`config.mk`:
```
export PLATFORM = sky130hd
export DESIGN_NAME = cau_front
export DESIGN_NICKNAME = d
export VERILOG_FILES = /design/src/rtl/cau_pkg.sv /design/src/rtl/cau_front.sv
export SDC_FILE = /design/constraint.sdc
export NUM_CORES = 2
export LEC_CHECK = 0
export BUFFER_PORTS_ARGS = -buffer_cell sky130_fd_sc_hd__buf_2
export CAP_MARGIN = 30
export CORE_UTILIZATION = 50
export CTS_BUF_LIST = sky130_fd_sc_hd__clkbuf_16
export CTS_CLUSTER_SIZE = 10
export DETAILED_ROUTE_END_ITERATION = 12
export PLACE_DENSITY = 0.66
export REMOVE_ABC_BUFFERS = 1
export SLEW_MARGIN = 20
export SYNTH_ARGS = -nofsm -noshare
export SYNTH_HDL_FRONTEND = slang
export SYNTH_SLANG_ARGS = --single-unit
```
`constraint.sdc`:
```
create_clock -name clk -period 7.6 [get_ports clk]
set_clock_uncertainty 0.1 [all_clocks]
set_input_delay 0.38 -clock clk [delete_from_list [all_inputs] [get_ports clk]]
set_output_delay 0.38 -clock clk [all_outputs]
set_load 0.02 [all_outputs]
```
`src/rtl/cau_pkg.sv`:
```
// ============================================================================
// cau_pkg
// Shared types, codes and saturation helpers of the complex arithmetic unit.
// ============================================================================
package cau_pkg;

	localparam int NumStages = 21;
	localparam int DivStages = 17;

	localparam logic [1:0] CmdAdd = 2'd0;
	localparam logic [1:0] CmdSub = 2'd1;
	localparam logic [1:0] CmdMul = 2'd2;
	localparam logic [1:0] CmdDiv = 2'd3;

	localparam logic [1:0] StatOk      = 2'd0;
	localparam logic [1:0] StatSat     = 2'd1;
	localparam logic [1:0] StatDivZero = 2'd2;

	localparam logic [15:0] QMax = 16'h7fff;
	localparam logic [15:0] QMin = 16'h8000;

	typedef struct packed {
		logic        is_div;
		logic        zero;
		logic        dsat;
		logic [15:0] res_re;
		logic [15:0] res_im;
		logic        neg_re;
		logic        neg_im;
		logic        ovf_re;
		logic        ovf_im;
		logic [39:0] rem_re;
		logic [39:0] rem_im;
		logic [16:0] q_re;
		logic [16:0] q_im;
		logic [47:0] dsh;
	} div_t;

	// {saturated, value}
	function automatic logic [16:0] clamp_q(input logic signed [24:0] v);
		if (v > 25'sd32767) begin
			return {1'b1, QMax};
		end
		if (v < -25'sd32768) begin
			return {1'b1, QMin};
		end
		return {1'b0, v[15:0]};
	endfunction

	// {saturated, value} from quotient magnitude and sign
	function automatic logic [16:0] div_fix(input logic neg, input logic ovf,
		input logic [16:0] q);
		logic [16:0] nq;
		nq = -q;
		if (ovf) begin
			return {1'b1, neg ? QMin : QMax};
		end
		if (neg) begin
			if (q > 17'd32768) begin
				return {1'b1, QMin};
			end
			return {1'b0, nq[15:0]};
		end
		if (q > 17'd32767) begin
			return {1'b1, QMax};
		end
		return {1'b0, q[15:0]};
	endfunction

endpackage

```
`src/rtl/cau_front.sv`:
```
// ============================================================================
// cau_front
// Products, sums and divider setup: three pipeline stages.
// ============================================================================
module cau_front (
	input  logic               clk,
	input  logic [2:0]         en,
	input  logic [1:0]         cmd,
	input  logic signed [15:0] ar,
	input  logic signed [15:0] ai,
	input  logic signed [15:0] br,
	input  logic signed [15:0] bi,
	output cau_pkg::div_t      out_s3
);

	logic signed [31:0] p_rr_s1, p_ii_s1, p_ri_s1, p_ir_s1, p_br2_s1, p_bi2_s1;
	logic signed [16:0] sum_re_s1, sum_im_s1;
	logic [1:0]         cmd_s1;

	logic signed [32:0] mre_s2, mim_s2, nre_s2, nim_s2;
	logic [31:0]        d_s2;
	logic signed [16:0] sum_re_s2, sum_im_s2;
	logic [1:0]         cmd_s2;

	logic signed [24:0] dir_re, dir_im;
	logic [16:0]        cl_re, cl_im;
	logic [32:0]        abs_re, abs_im;
	logic [39:0]        mag_re, mag_im;
	cau_pkg::div_t      nxt;

	always_ff @(posedge clk) begin
		if (en[0]) begin
			p_rr_s1  <= ar * br;
			p_ii_s1  <= ai * bi;
			p_ri_s1  <= ar * bi;
			p_ir_s1  <= ai * br;
			p_br2_s1 <= br * br;
			p_bi2_s1 <= bi * bi;
			sum_re_s1 <= (cmd == cau_pkg::CmdSub) ? (17'(ar) - 17'(br)) : (17'(ar) + 17'(br));
			sum_im_s1 <= (cmd == cau_pkg::CmdSub) ? (17'(ai) - 17'(bi)) : (17'(ai) + 17'(bi));
			cmd_s1 <= cmd;
		end
	end

	always_ff @(posedge clk) begin
		if (en[1]) begin
			mre_s2 <= 33'(p_rr_s1) - 33'(p_ii_s1);
			mim_s2 <= 33'(p_ri_s1) + 33'(p_ir_s1);
			nre_s2 <= 33'(p_rr_s1) + 33'(p_ii_s1);
			nim_s2 <= 33'(p_ir_s1) - 33'(p_ri_s1);
			d_s2   <= $unsigned(p_br2_s1) + $unsigned(p_bi2_s1);
			sum_re_s2 <= sum_re_s1;
			sum_im_s2 <= sum_im_s1;
			cmd_s2 <= cmd_s1;
		end
	end

	always_comb begin
		dir_re = (cmd_s2 == cau_pkg::CmdMul) ? $signed(mre_s2[32:8]) : 25'(sum_re_s2);
		dir_im = (cmd_s2 == cau_pkg::CmdMul) ? $signed(mim_s2[32:8]) : 25'(sum_im_s2);
		cl_re  = cau_pkg::clamp_q(dir_re);
		cl_im  = cau_pkg::clamp_q(dir_im);
		abs_re = nre_s2[32] ? $unsigned(-nre_s2) : $unsigned(nre_s2);
		abs_im = nim_s2[32] ? $unsigned(-nim_s2) : $unsigned(nim_s2);
		mag_re = {abs_re[31:0], 8'd0};
		mag_im = {abs_im[31:0], 8'd0};
		nxt.is_div = (cmd_s2 == cau_pkg::CmdDiv);
		nxt.zero   = (d_s2 == 32'd0);
		nxt.dsat   = cl_re[16] | cl_im[16];
		nxt.res_re = cl_re[15:0];
		nxt.res_im = cl_im[15:0];
		nxt.neg_re = nre_s2[32];
		nxt.neg_im = nim_s2[32];
		nxt.ovf_re = ({9'd0, mag_re} >= {d_s2, 17'd0});
		nxt.ovf_im = ({9'd0, mag_im} >= {d_s2, 17'd0});
		nxt.rem_re = mag_re;
		nxt.rem_im = mag_im;
		nxt.q_re   = '0;
		nxt.q_im   = '0;
		nxt.dsh    = {d_s2, 16'd0};
	end

	always_ff @(posedge clk) begin
		if (en[2]) begin
			out_s3 <= nxt;
		end
	end

endmodule

```
==> impl_metrics.py <==
metrics = {
    "logic_synthesis": {
        "synth_top_area_share_pct": 35.6,
        "synth_common_cells": "inv_1 (1975), fa_1 (1518), ha_1 (762)",
        "yosysSeqAreaShare_pct": 19.2,
        "synth_cell_types": 88,
        "yosys-top-cells-area": "fa_1 (36%), edfxtp_1 (19%), ha_1 (11%), inv_1 (8.7%), xnor2_1 (4.0%)",
        "syn_area_per_cell_sq_um": 9.91,
        "async_flop_share_pct": 0,
        "yosysMostFrequentCell": "inv_1",
        "yosysTopAreaCell": "fa_1",
        "synth_area_sq_um": 85300,
        "ys.warnings.count": 0,
        "synthCells": 8611,
        "synth_top_flop_cell": "edfxtp_1",
        "synth_enable_flop_cells": 545,
        "ys_ff_latch": 545,
    },
    "clock_network": {
        "cts_tree": "done",
        "path_clk_slew_ns": 0.06,
        "root_buffer": "clkbuf_16",
        "clk_path_buf_depth": 3,
        "cts_buffers": 71,
        "clkLatencyLatePin_ns": 0.71,
        "clock_sinks": 545,
        "htree_levels": 3,
        "postCtsSetupBuffers": 0,
    },
    "critical_path": {
        "worstSetupStartpoint": "br[4]",
        "end_kind": "flip-flop",
        "cp-start-kind": "input port",
        "crit_arrival_ns": 7.19,
        "crit_required_ns": 7.94,
        "r2r_start": "nre_s2[2]",
        "crit_type": "input port to flip-flop",
        "cp_max_fo": 27,
    },
    "sta": {
        "grt_setup_unrepaired": "no",
        "setup-tns-final_ns": 0,
        "worstMarginPinSlew_ns": 1.08,
        "setup_viol": 0,
        "timing.fmax_mhz": 146,
        "relSlewSlack_pct": 28.3,
        "hold_slack_ns": 0.0463,
        "hold_viol": 0,
        "final.period_utilization_pct": 90.2,
        "slew_viol_final": 0,
        "fin_crit_ns": 6.86,
    },
    "global_routing": {
        "antenna_found_initial": 26,
        "overflow": 0,
        "grt_first_pass_wirelength_um": 375000,
        "grt_max_degree": 138,
        "grt_pass1_vias": 63334,
        "track_usage_pct": 28.8,
    },
    "flow_run": {
        "cap_violations": 0,
    },
    "detailed_routing": {
        "drc_errors": 0,
        "routed_via_density": 5.43,
        "first_pass_iters": 6,
        "wirelength_um": 241000,
        "num_vias": 60006,
        "antenna_left": 0,
        "wl_per_cell_um": 21.8,
        "drt_iter0_drc": 4591,
    },
    "place": {
        "gp_congestion": 0.962,
        "io_buffers": 204,
        "place_hpwl_um": 201000,
    },
    "layout": {
        "areaGrowthSynthToFinish_pct": 7.73,
        "drive_gt1_share_pct": 6.76,
        "fin_nets": 11151,
        "fillers": 14844,
    },
    "floorplanning": {
        "fp.dieH_um": 415,
        "initial_core_util_pct": 50.4,
        "die-area_sq_um": 172000,
        "rows": 151,
        "io_pins": 271,
        "core-area_sq_um": 169000,
        "die_w_um": 415,
    },
    "hold_path": {
        "hp-class": "input port to flip-flop",
        "min-delay-start": "en[0]",
    },
    "status": {
        "status": "complete, no violations",
    },
}
[stage by stage]
stage          setup slack (ns)  instances  cell area, sq um  utilization (%)
6_report                  0.743      11058             91900             54.2
5_1_grt                   0.363      11053             91900             54.2
4_1_cts                   0.854      11049             91900             54.2
3_5_place_dp              0.112      10944             89800             53.0
3_3_place_gp              0.189      10943             89800             53.0
2_1_floorplan             0.627       8288             83900                -
[what timing repair did]
item / 4_1_cts / 5_1_grt
endpoints found under the setup margin: 0 / 0
hold buffers: 2 / 0
resized for setup: 0 / 0
endpoints found under the hold margin: 2 / 0
[critical path: stages]
cell and delay, ns:
buf_2 0.58, nand2_1 0.32, fa_1 0.57, fa_1 0.50
inv_1 0.05, ha_1 0.20, fa_1 0.43, ha_1 0.28
inv_1 0.05, fa_1 0.53, inv_1 0.12, ha_1 0.39
buf_4 0.18, and3_1 0.18, a221oi_2 0.54, a211oi_1 0.22
o31ai_1 0.34, a21oi_1 0.18, a41oi_1 0.33, o31ai_1 0.17
o41ai_2 0.30, o21bai_1 0.10, a21oi_1 0.18, xnor2_1 0.08
[state kept, by name, indices dropped and copies added (netlist names)]
register	flops
nim_s2	33
sum_im_s1	17
sum_re_s1	17
p_ri_s1	32
cmd_s2	2
mre_s2	25
p_ii_s1	32
sum_re_s2	17
cmd_s1	2
p_br2_s1	31
d_s2	32
sum_im_s2	17
p_rr_s1	32
nre_s2	33
p_bi2_s1	31
out_s3	135
p_ir_s1	32
mim_s2	25
[final timing paths]
kind,end,slack [ns],depth (start not counted)
setup / recovery,p_ir_s1[31],0.74,24
setup reg to reg,out_s3[163],2.63,16
hold / removal,p_rr_s1[31],0.05,1
hold reg to reg,sum_re_s2[8],0.31,0
[cell families (layout without fill, tap and decap cells)]
family | after synthesis | in the layout | share of synthesized area, %
simple gates | 2074 | 2074 | 11.7
xor+xnor | 468 | 468 | 4.80
fa+ha+maj | 2280 | 2280 | 46.8
buf+inv | 2375 | 2530 | 10.7
flops | 545 | 545 | 19.2
compound gates | 837 | 837 | 6.43
other cells | 1 | 75 | 0.00439
mux | 31 | 31 | 0.364
[placed cells by master (no fill, tap or decap), types with 71 or more instances in the layout]
cell,instances
a21o_1,79
o21ai_0,163
nor2_1,407
fa_1,1518
nand2b_1,71
xnor2_1,385
nand2_1,750
and2_1,505
nor3_1,80
buf_4,211
inv_1,1976
edfxtp_1,545
a21oi_1,250
ha_1,762
xor2_1,83
clkbuf_16,72
buf_2,201
[routing by layer]
| metal | vias up | wire length (um) | share of wire, % | track usage [%] |
|---|---|---|---|---|
| met3 | 458 | 16400 | 6.8 | 4.40 |
| met4 | 14 | 13200 | 5.5 | 13.8 |
| met1 | 30692 | 98600 | 41 | 37.9 |
| li1 | 26739 | - | - | - |
| met5 | - | 109 | 0.045 | 0 |
| met2 | 2103 | 113000 | 47 | 46.8 |
[cell type report]
class	count	area, sq um	area share, %
Antenna cell	9	22.5	0.0245
Tap cell	2218	2780	3.02
Inverter	1987	7460	8.11
Sequential cell	545	16400	17.8
Clock buffer	72	1800	1.96
Clock inverter	31	335	0.365
Multi-Input combinational cell	5756	60100	65.4
Timing Repair Buffer	440	3090	3.37
Power is not shown: default switching activity piles up to over one toggle a cycle in this logic, so the estimate is an artifact.
