[src/rtl/cau_pkg.sv]
// ============================================================================
// cau_pkg
// Shared types, codes and saturation helpers of the complex arithmetic unit.
// ============================================================================
package cau_pkg;

	localparam int NumStages = 21;
	localparam int DivStages = 17;

	localparam logic [1:0] CmdAdd = 2'd0;
	localparam logic [1:0] CmdSub = 2'd1;
	localparam logic [1:0] CmdMul = 2'd2;
	localparam logic [1:0] CmdDiv = 2'd3;

	localparam logic [1:0] StatOk      = 2'd0;
	localparam logic [1:0] StatSat     = 2'd1;
	localparam logic [1:0] StatDivZero = 2'd2;

	localparam logic [15:0] QMax = 16'h7fff;
	localparam logic [15:0] QMin = 16'h8000;

	typedef struct packed {
		logic        is_div;
		logic        zero;
		logic        dsat;
		logic [15:0] res_re;
		logic [15:0] res_im;
		logic        neg_re;
		logic        neg_im;
		logic        ovf_re;
		logic        ovf_im;
		logic [39:0] rem_re;
		logic [39:0] rem_im;
		logic [16:0] q_re;
		logic [16:0] q_im;
		logic [47:0] dsh;
	} div_t;

	// {saturated, value}
	function automatic logic [16:0] clamp_q(input logic signed [24:0] v);
		if (v > 25'sd32767) begin
			return {1'b1, QMax};
		end
		if (v < -25'sd32768) begin
			return {1'b1, QMin};
		end
		return {1'b0, v[15:0]};
	endfunction

	// {saturated, value} from quotient magnitude and sign
	function automatic logic [16:0] div_fix(input logic neg, input logic ovf,
		input logic [16:0] q);
		logic [16:0] nq;
		nq = -q;
		if (ovf) begin
			return {1'b1, neg ? QMin : QMax};
		end
		if (neg) begin
			if (q > 17'd32768) begin
				return {1'b1, QMin};
			end
			return {1'b0, nq[15:0]};
		end
		if (q > 17'd32767) begin
			return {1'b1, QMax};
		end
		return {1'b0, q[15:0]};
	endfunction

endpackage

[src/rtl/cau_div_stage.sv]
// ============================================================================
// cau_div_stage
// One restoring division step for both result parts, one quotient bit each.
// ============================================================================
module cau_div_stage (
	input  logic          clk,
	input  logic          en,
	input  cau_pkg::div_t in_s,
	output cau_pkg::div_t out_s
);

	logic          ge_re, ge_im;
	cau_pkg::div_t nxt;

	always_comb begin
		nxt   = in_s;
		ge_re = ({8'd0, in_s.rem_re} >= in_s.dsh);
		ge_im = ({8'd0, in_s.rem_im} >= in_s.dsh);
		if (ge_re) begin
			nxt.rem_re = in_s.rem_re - in_s.dsh[39:0];
		end
		if (ge_im) begin
			nxt.rem_im = in_s.rem_im - in_s.dsh[39:0];
		end
		nxt.q_re = {in_s.q_re[15:0], ge_re};
		nxt.q_im = {in_s.q_im[15:0], ge_im};
		nxt.dsh  = {1'b0, in_s.dsh[47:1]};
	end

	always_ff @(posedge clk) begin
		if (en) begin
			out_s <= nxt;
		end
	end

endmodule

[config.mk]
export PLATFORM = sky130hd
export DESIGN_NAME = cau_div_stage
export DESIGN_NICKNAME = d
export VERILOG_FILES = /design/src/rtl/cau_pkg.sv /design/src/rtl/cau_div_stage.sv
export SDC_FILE = /design/constraint.sdc
export NUM_CORES = 1
export LEC_CHECK = 0
export BUFFER_PORTS_ARGS = -buffer_cell sky130_fd_sc_hd__buf_4
export CAP_MARGIN = 20
export CORE_ASPECT_RATIO = 0.5
export CORE_MARGIN = 4
export CORE_UTILIZATION = 42
export CTS_CLUSTER_DIAMETER = 30
export CTS_CLUSTER_SIZE = 24
export DETAILED_ROUTE_END_ITERATION = 6
export PLACE_DENSITY_LB_ADDON = 0.15
export SETUP_SLACK_MARGIN = 0.4
export SYNTH_ARGS = -nofsm -noshare
export SYNTH_HDL_FRONTEND = slang
export SYNTH_SLANG_ARGS = --single-unit
[constraint.sdc]
create_clock -name clk -period 8.7 [get_ports clk]
set_input_delay 0.435 -clock clk [delete_from_list [all_inputs] [get_ports clk]]
set_output_delay 0.435 -clock clk [all_outputs]
set_load 0.1 [all_outputs]
==> run metrics, run 1 <==
status=finished clean; Largest register FFs=200; Max-Cap Viols=0; I/O pin count=404; pre-CTS setup slack=4.18 ns; slew margin rel.=33.0%; hold-fix buffers at CTS=0; Post-CTS Resized=0; Leak Pwr=6.81 nW; min Tclk post-route=4.03 ns; Die H=124 um; 1st-pass router iterations=5; CTS clk-pin slew, worst paths=0.08 ns; Die Area=29800 um^2; area of the mapped netlist=11300 um^2; syn avg cell area=10.9 um^2; 1st-iter DRT viols=666; net switching power=1.27 mW; Switching Share=40.6%; Final TNS setup=0 ns; FILL cells=2323; Remaining DRCs=0; drt total wl=34800 um; worst hold slack=0.146 ns; Area Growth Syn to Fin=35.1%; Wirelength per Cell=19.3 um; GRT Total Usage=22.3%; clock share of power=26.3%; Post-DP HPWL=27900 um; Slew Limit Fails=0; Placement Cell Area=14700 um^2; total power draw=3.13 mW; power density over the cells=204 nW/um^2; largest net degree at the start of global routing=116; fin crit share=46.4%; Post-Syn Nets=1327; sequential power share=37.3%; Post-synth ARST share=0%; fmax=248 MHz; Pint=1.86 mW; top cell type by total area after synthesis=edfxtp_1; WS Path Type=primary input to flop; combinational share of power=36.4%; FF+latch count, synth=200; Synth area leaders=edfxtp_1 (53%), ha_1 (8.8%), o21ai_0 (4.5%); min-delay worst type=primary input to flop; CTS tree=done; Final WS setup=4.67 ns; CTS Sinks=200; postcts setup bufs=0; synthesis warning total=0; worst vdd ir=0.122 mV; global-route wire length before repair=50800 um; Post-Place Cells=1771; Critical Path RT=8.90 ns; width of the die=240 um; crit-path max FO=80; Via density=5.26; Yosys cell types=77; count leader, synth=edfxtp_1; Final Non-Filler Cells=1804; Std-Cell Rows=42; Seq/Total Area, Yosys=53.0%; H-tree depth=4; root buf cell=clkbuf_16; CTS buffer count=17; Starting Density=42.8%; unrepaired setup endpoints after global routing=false; Synth top area share=53.0%; DRT antenna net count=0; Post-synth EDFFs=200; Final nets=1724; Post-Layout Inst Area=15300 um^2; layout cell share with drive strength beyond 1=31.7%; Port Buffers=400; Clock Path Buffers=2; n_diodes=0; Post-Route Utilization=57.8%; biggest regs=out_s (200); crit path launch type=primary input; GP Congestion=0.911; initial antenna violation count=0; Top reg by flops=out_s; Least-Margin Pin Slew=1.00 ns; Crit path arrival time=4.24 ns; setup violators final=0; grt ovf=0; core footprint=26500 um^2; ys flop type=edfxtp_1; detailed-route via count=9497; Setup crit end kind=flop; number of global-route vias before repair=9027; most common library cells after synthesis=edfxtp_1 (200), nand2_1 (133), o21ai_0 (102), a21oi_1 (80), ha_1 (80); final count of hold timing violations=0; Post-Syn Instances=1042
worst paths after layout:
check,from,endpoint,slack (ns),cells after the start
max,in_s[0],out_s[115],4.67,13
min,in_s[177],out_s[177],0.15,1
critical path, stage by stage:
cell,delay (ns)
buf_4,0.12
ha_1,0.22
fa_1,0.40
nand2b_1,0.19
a211oi_1,0.46
o21ai_0,0.34
a31oi_1,0.37
nor2_1,0.13
o21ai_1,0.21
nor4b_2,0.42
o21ai_4,0.10
buf_4,0.33
o41a_1,0.51
logic make-up (layout without fill, tap and decap cells):
| group | Yosys count | after routing | share of synthesized area, % |
|---|---|---|---|
| XOR/XNOR | 65 | 65 | 5.03 |
| multiplexers | 2 | 2 | 0.188 |
| AND/OR/NAND/NOR | 277 | 277 | 11.1 |
| other | 1 | 1 | 0.0331 |
| adder cells (fa/ha/maj) | 82 | 82 | 9.19 |
| buffers and inverters | 89 | 499 | 3.32 |
| AO/OA/AOI/OAI | 326 | 326 | 18.1 |
| flip-flops | 200 | 200 | 53.0 |
power by group through the flow:
stage	logic, mW	registers, mW	clock network (mW)
after floorplan	0.294	1.73	0
after global placement	1.12	1.19	0
after detailed placement	1.13	1.19	0
after CTS	1.14	1.17	0.842
after global routing	1.20	1.17	0.879
final	1.14	1.17	0.821
routing by layer:
metal	share of wire [%]	GRT usage (%)
met4	2.4	7.53
met1	42	28.9
met2	47	36.5
met5	0	0
met3	7.9	6.19
cell usage in the layout, fill, tap and decap left out, drive strengths merged, types with 4 or more instances in the layout:
master and n:
nand2b 12, a221oi 4, o211ai 6, edfxtp 200
xor2 31, nand4 13, and2 9, nor2b 5
o21a 9, nand2 133, buf 404, nor3 13
a21o 31, o21bai 10, nand3 10, a41oi 4
o21ai 119, clkinv 6, and3 5, o31ai 4
clkbuf 18, a31o 6, a31oi 6, a21oi 84
nor2 59, a211oi 8, ha 80, xnor2 34
inv 69
final cells by class:
class / instances / area [um^2] / area share, %
Clock inverter: 15 / 178 / 1.16
Multi-Input combinational cell: 753 / 4950 / 32.4
Timing Repair Buffer: 405 / 3070 / 20.0
Inverter: 62 / 233 / 1.52
Tap cell: 352 / 440 / 2.88
Sequential cell: 200 / 6010 / 39.2
Clock buffer: 17 / 425 / 2.78
Power figures use the tool's default switching activity.
==> run 2: changes to the inputs <==
==> constraint.sdc (replaced) <==
create_clock -name clk -period 4.22 [get_ports clk]
set_input_delay 0.211 -clock clk [delete_from_list [all_inputs] [get_ports clk]]
set_output_delay 0.211 -clock clk [all_outputs]
set_load 0.1 [all_outputs]
==> run metrics, run 2 (synthesized netlist as in run 1, its figures left out) <==
status=finished clean; biggest regs=out_s (200); Remaining DRCs=0 (unchanged); Max-Cap Viols=0 (unchanged); root buf cell=clkbuf_16; layout cell share with drive strength beyond 1=29.8% (-1.8 points); setup violators final=0 (unchanged); pre-CTS setup slack=0.306 ns (-3.88 ns); GP Congestion=0.903 (-0.89%); Buf/Inv on CP=4 (+2); Max stage delay on crit path=0.60 ns (+0.09 ns); Die H=124 um (unchanged); worst vdd ir=0.294 mV (+140%); Clock Path Buffers=2 (unchanged); Die Area=29800 um^2 (unchanged); grt ovf=0 (unchanged); Max stage delay cell, worst path=a221oi_1; 1st-iter DRT viols=610 (-8.4%); largest net degree at the start of global routing=107 (-7.8%); 1st-pass router iterations=5 (unchanged); Reg area=6010 um^2 (unchanged); CTS clk-pin slew, worst paths=0.08 ns (about the same); Largest register FFs=200 (unchanged); Largest delay share family, worst path=compound AO/OA/AOI/OAI gates; Final TNS setup=0 ns (unchanged); FILL cells=2178 (-6.2%); GRT Total Usage=24.1% (+1.8 points); Top reg by flops=out_s; fin crit share=86.9%; min Tclk post-route=3.67 ns; CTS Sinks=200 (unchanged); CTS tree=done; Port Buffers=400 (unchanged); initial antenna violation count=4 (+4); drt total wl=37400 um (+7.4%); crit-path max FO=6 (-93%); Leak Pwr=7.37 nW (+8.2%); Final WS setup=0.551 ns (-4.11 ns); CP cell instances=dlygate4sd3_1 > buf_4 > inv_1 > ha_1 > nand4_1 > a211oi_1 > o21ai_1 > a31oi_1 > o21ai_1 > a31o_1 > a221oi_1 > buf_4 > mux2_2; I/O pin count=404 (unchanged); final count of hold timing violations=0 (unchanged); commonest non-fill, non-tap cell in the layout=buf_4; crit path launch type=primary input; min-delay worst type=primary input to flop; Least-Margin Pin Slew=0.928 ns (-0.0764 ns); H-tree depth=4 (unchanged); end of the critical path=out_s[141]; Crit path arrival time=3.88 ns (-0.36 ns); Final nets=1851 (+7.4%); Wirelength per Cell=19.3 um (+0.21%); global-route wire length before repair=54800 um (+8.0%); detailed-route via count=10100 (+6.3%); power density over the cells=396 nW/um^2 (+94%); Critical Path RT=4.43 ns (-4.47 ns); commonest cells after routing, fill and taps aside=buf_4 (411), edfxtp_1 (200), nand2_1 (133); DRT antenna net count=0 (unchanged); WS Path Type=primary input to flop; critical path startpoint=in_s[7]; width of the die=240 um (unchanged); Starting Density=42.8% (unchanged); slew margin rel.=38.1% (+5.1 points); Setup crit end kind=flop; Slew Limit Fails=0 (unchanged); unrepaired setup endpoints after global routing=true; area taken by multi-input logic gates=4980 um^2 (+0.61%); Area Growth Syn to Fin=46.5%; core footprint=26500 um^2 (unchanged); number of global-route vias before repair=9781 (+8.4%); Via density=5.23 (-0.75%); WP depth=13 (unchanged); CTS buffer count=17 (unchanged); fmax=273 MHz; Std-Cell Rows=42 (unchanged); Post-DP HPWL=28300 um (+1.6%)
## run 2: changes by cell type in the layout (fill, tap and decap cells not counted), moves of 2 or more
cell | before | now
dlygate4sd3_1 | 0 | 118
buf_4 | 403 | 411
diode_2 | 0 | 3
buf_12 | 0 | 2
inv_8 | 5 | 3
## run 2: final cells by class
cell class	count	area share [%]
Antenna cell	3	0.0452
Clock buffer	17	2.56
Clock inverter	14	1.09
Inverter	62	1.40
Multi-Input combinational cell	753	30.0
Sequential cell	200	36.2
Tap cell	352	2.65
Timing Repair Buffer	532	26.0
## run 2: worst min path at each step
stage	from	cells past startpoint	endpoint	slack (ns)
after global routing	in_s[125]	2	out_s[125]	0.02
final	in_s[89]	3	out_s[89]	0.04
after floorplan	in_s[1]	0	out_s[0]	0.31
after global placement	in_s[182]	1	out_s[182]	0.39
after CTS	in_s[82]	3	out_s[82]	0.01
after detailed placement	in_s[187]	1	out_s[187]	0.39
## run 2: where the power goes
part	total (mW)	leakage [nW]	internal [mW]	switching [mW]
registers	2.41	1.96	2.36	0.0491
clock network	1.71	0.292	0.853	0.857
logic	2.46	5.12	0.693	1.76
total	6.58	7.37	3.91	2.67
## run 2: routing by layer
layer	GRT usage [%]	vias to the layer above	wire, um
li1	-	4921	-
met1	30.9	4768	16000
met2	39.8	350	17800
met3	6.48	59	2590
met4	8.43	2	968
met5	0	-	13
## run 2: repair_timing
action                                  CTS  global route
setup buffers                             0             1
hold endpoints to repair                118             0
hold buffers                            118             0
endpoints found under the setup margin    0            45
gates resized for setup                   0             4
## run 2: metrics by stage
step	cells	hold slack (ns)	utilization [%]	cell area [um^2]	power [mW]
global placement	1780	0.389	55.7	14800	4.77
CTS	1929	0.0127	62.5	16600	6.59
global route	1932	0.0218	62.7	16600	6.83
finish	1933	0.0376	62.7	16600	6.58
detailed placement	1780	0.390	55.7	14800	4.79
floorplan	1042	0.310	-	11300	4.18
## run 2: tightest hold or removal path, stage by stage
cell	delay, ns
buf_4	0.09
nand2_1	0.04
o31ai_1	0.05
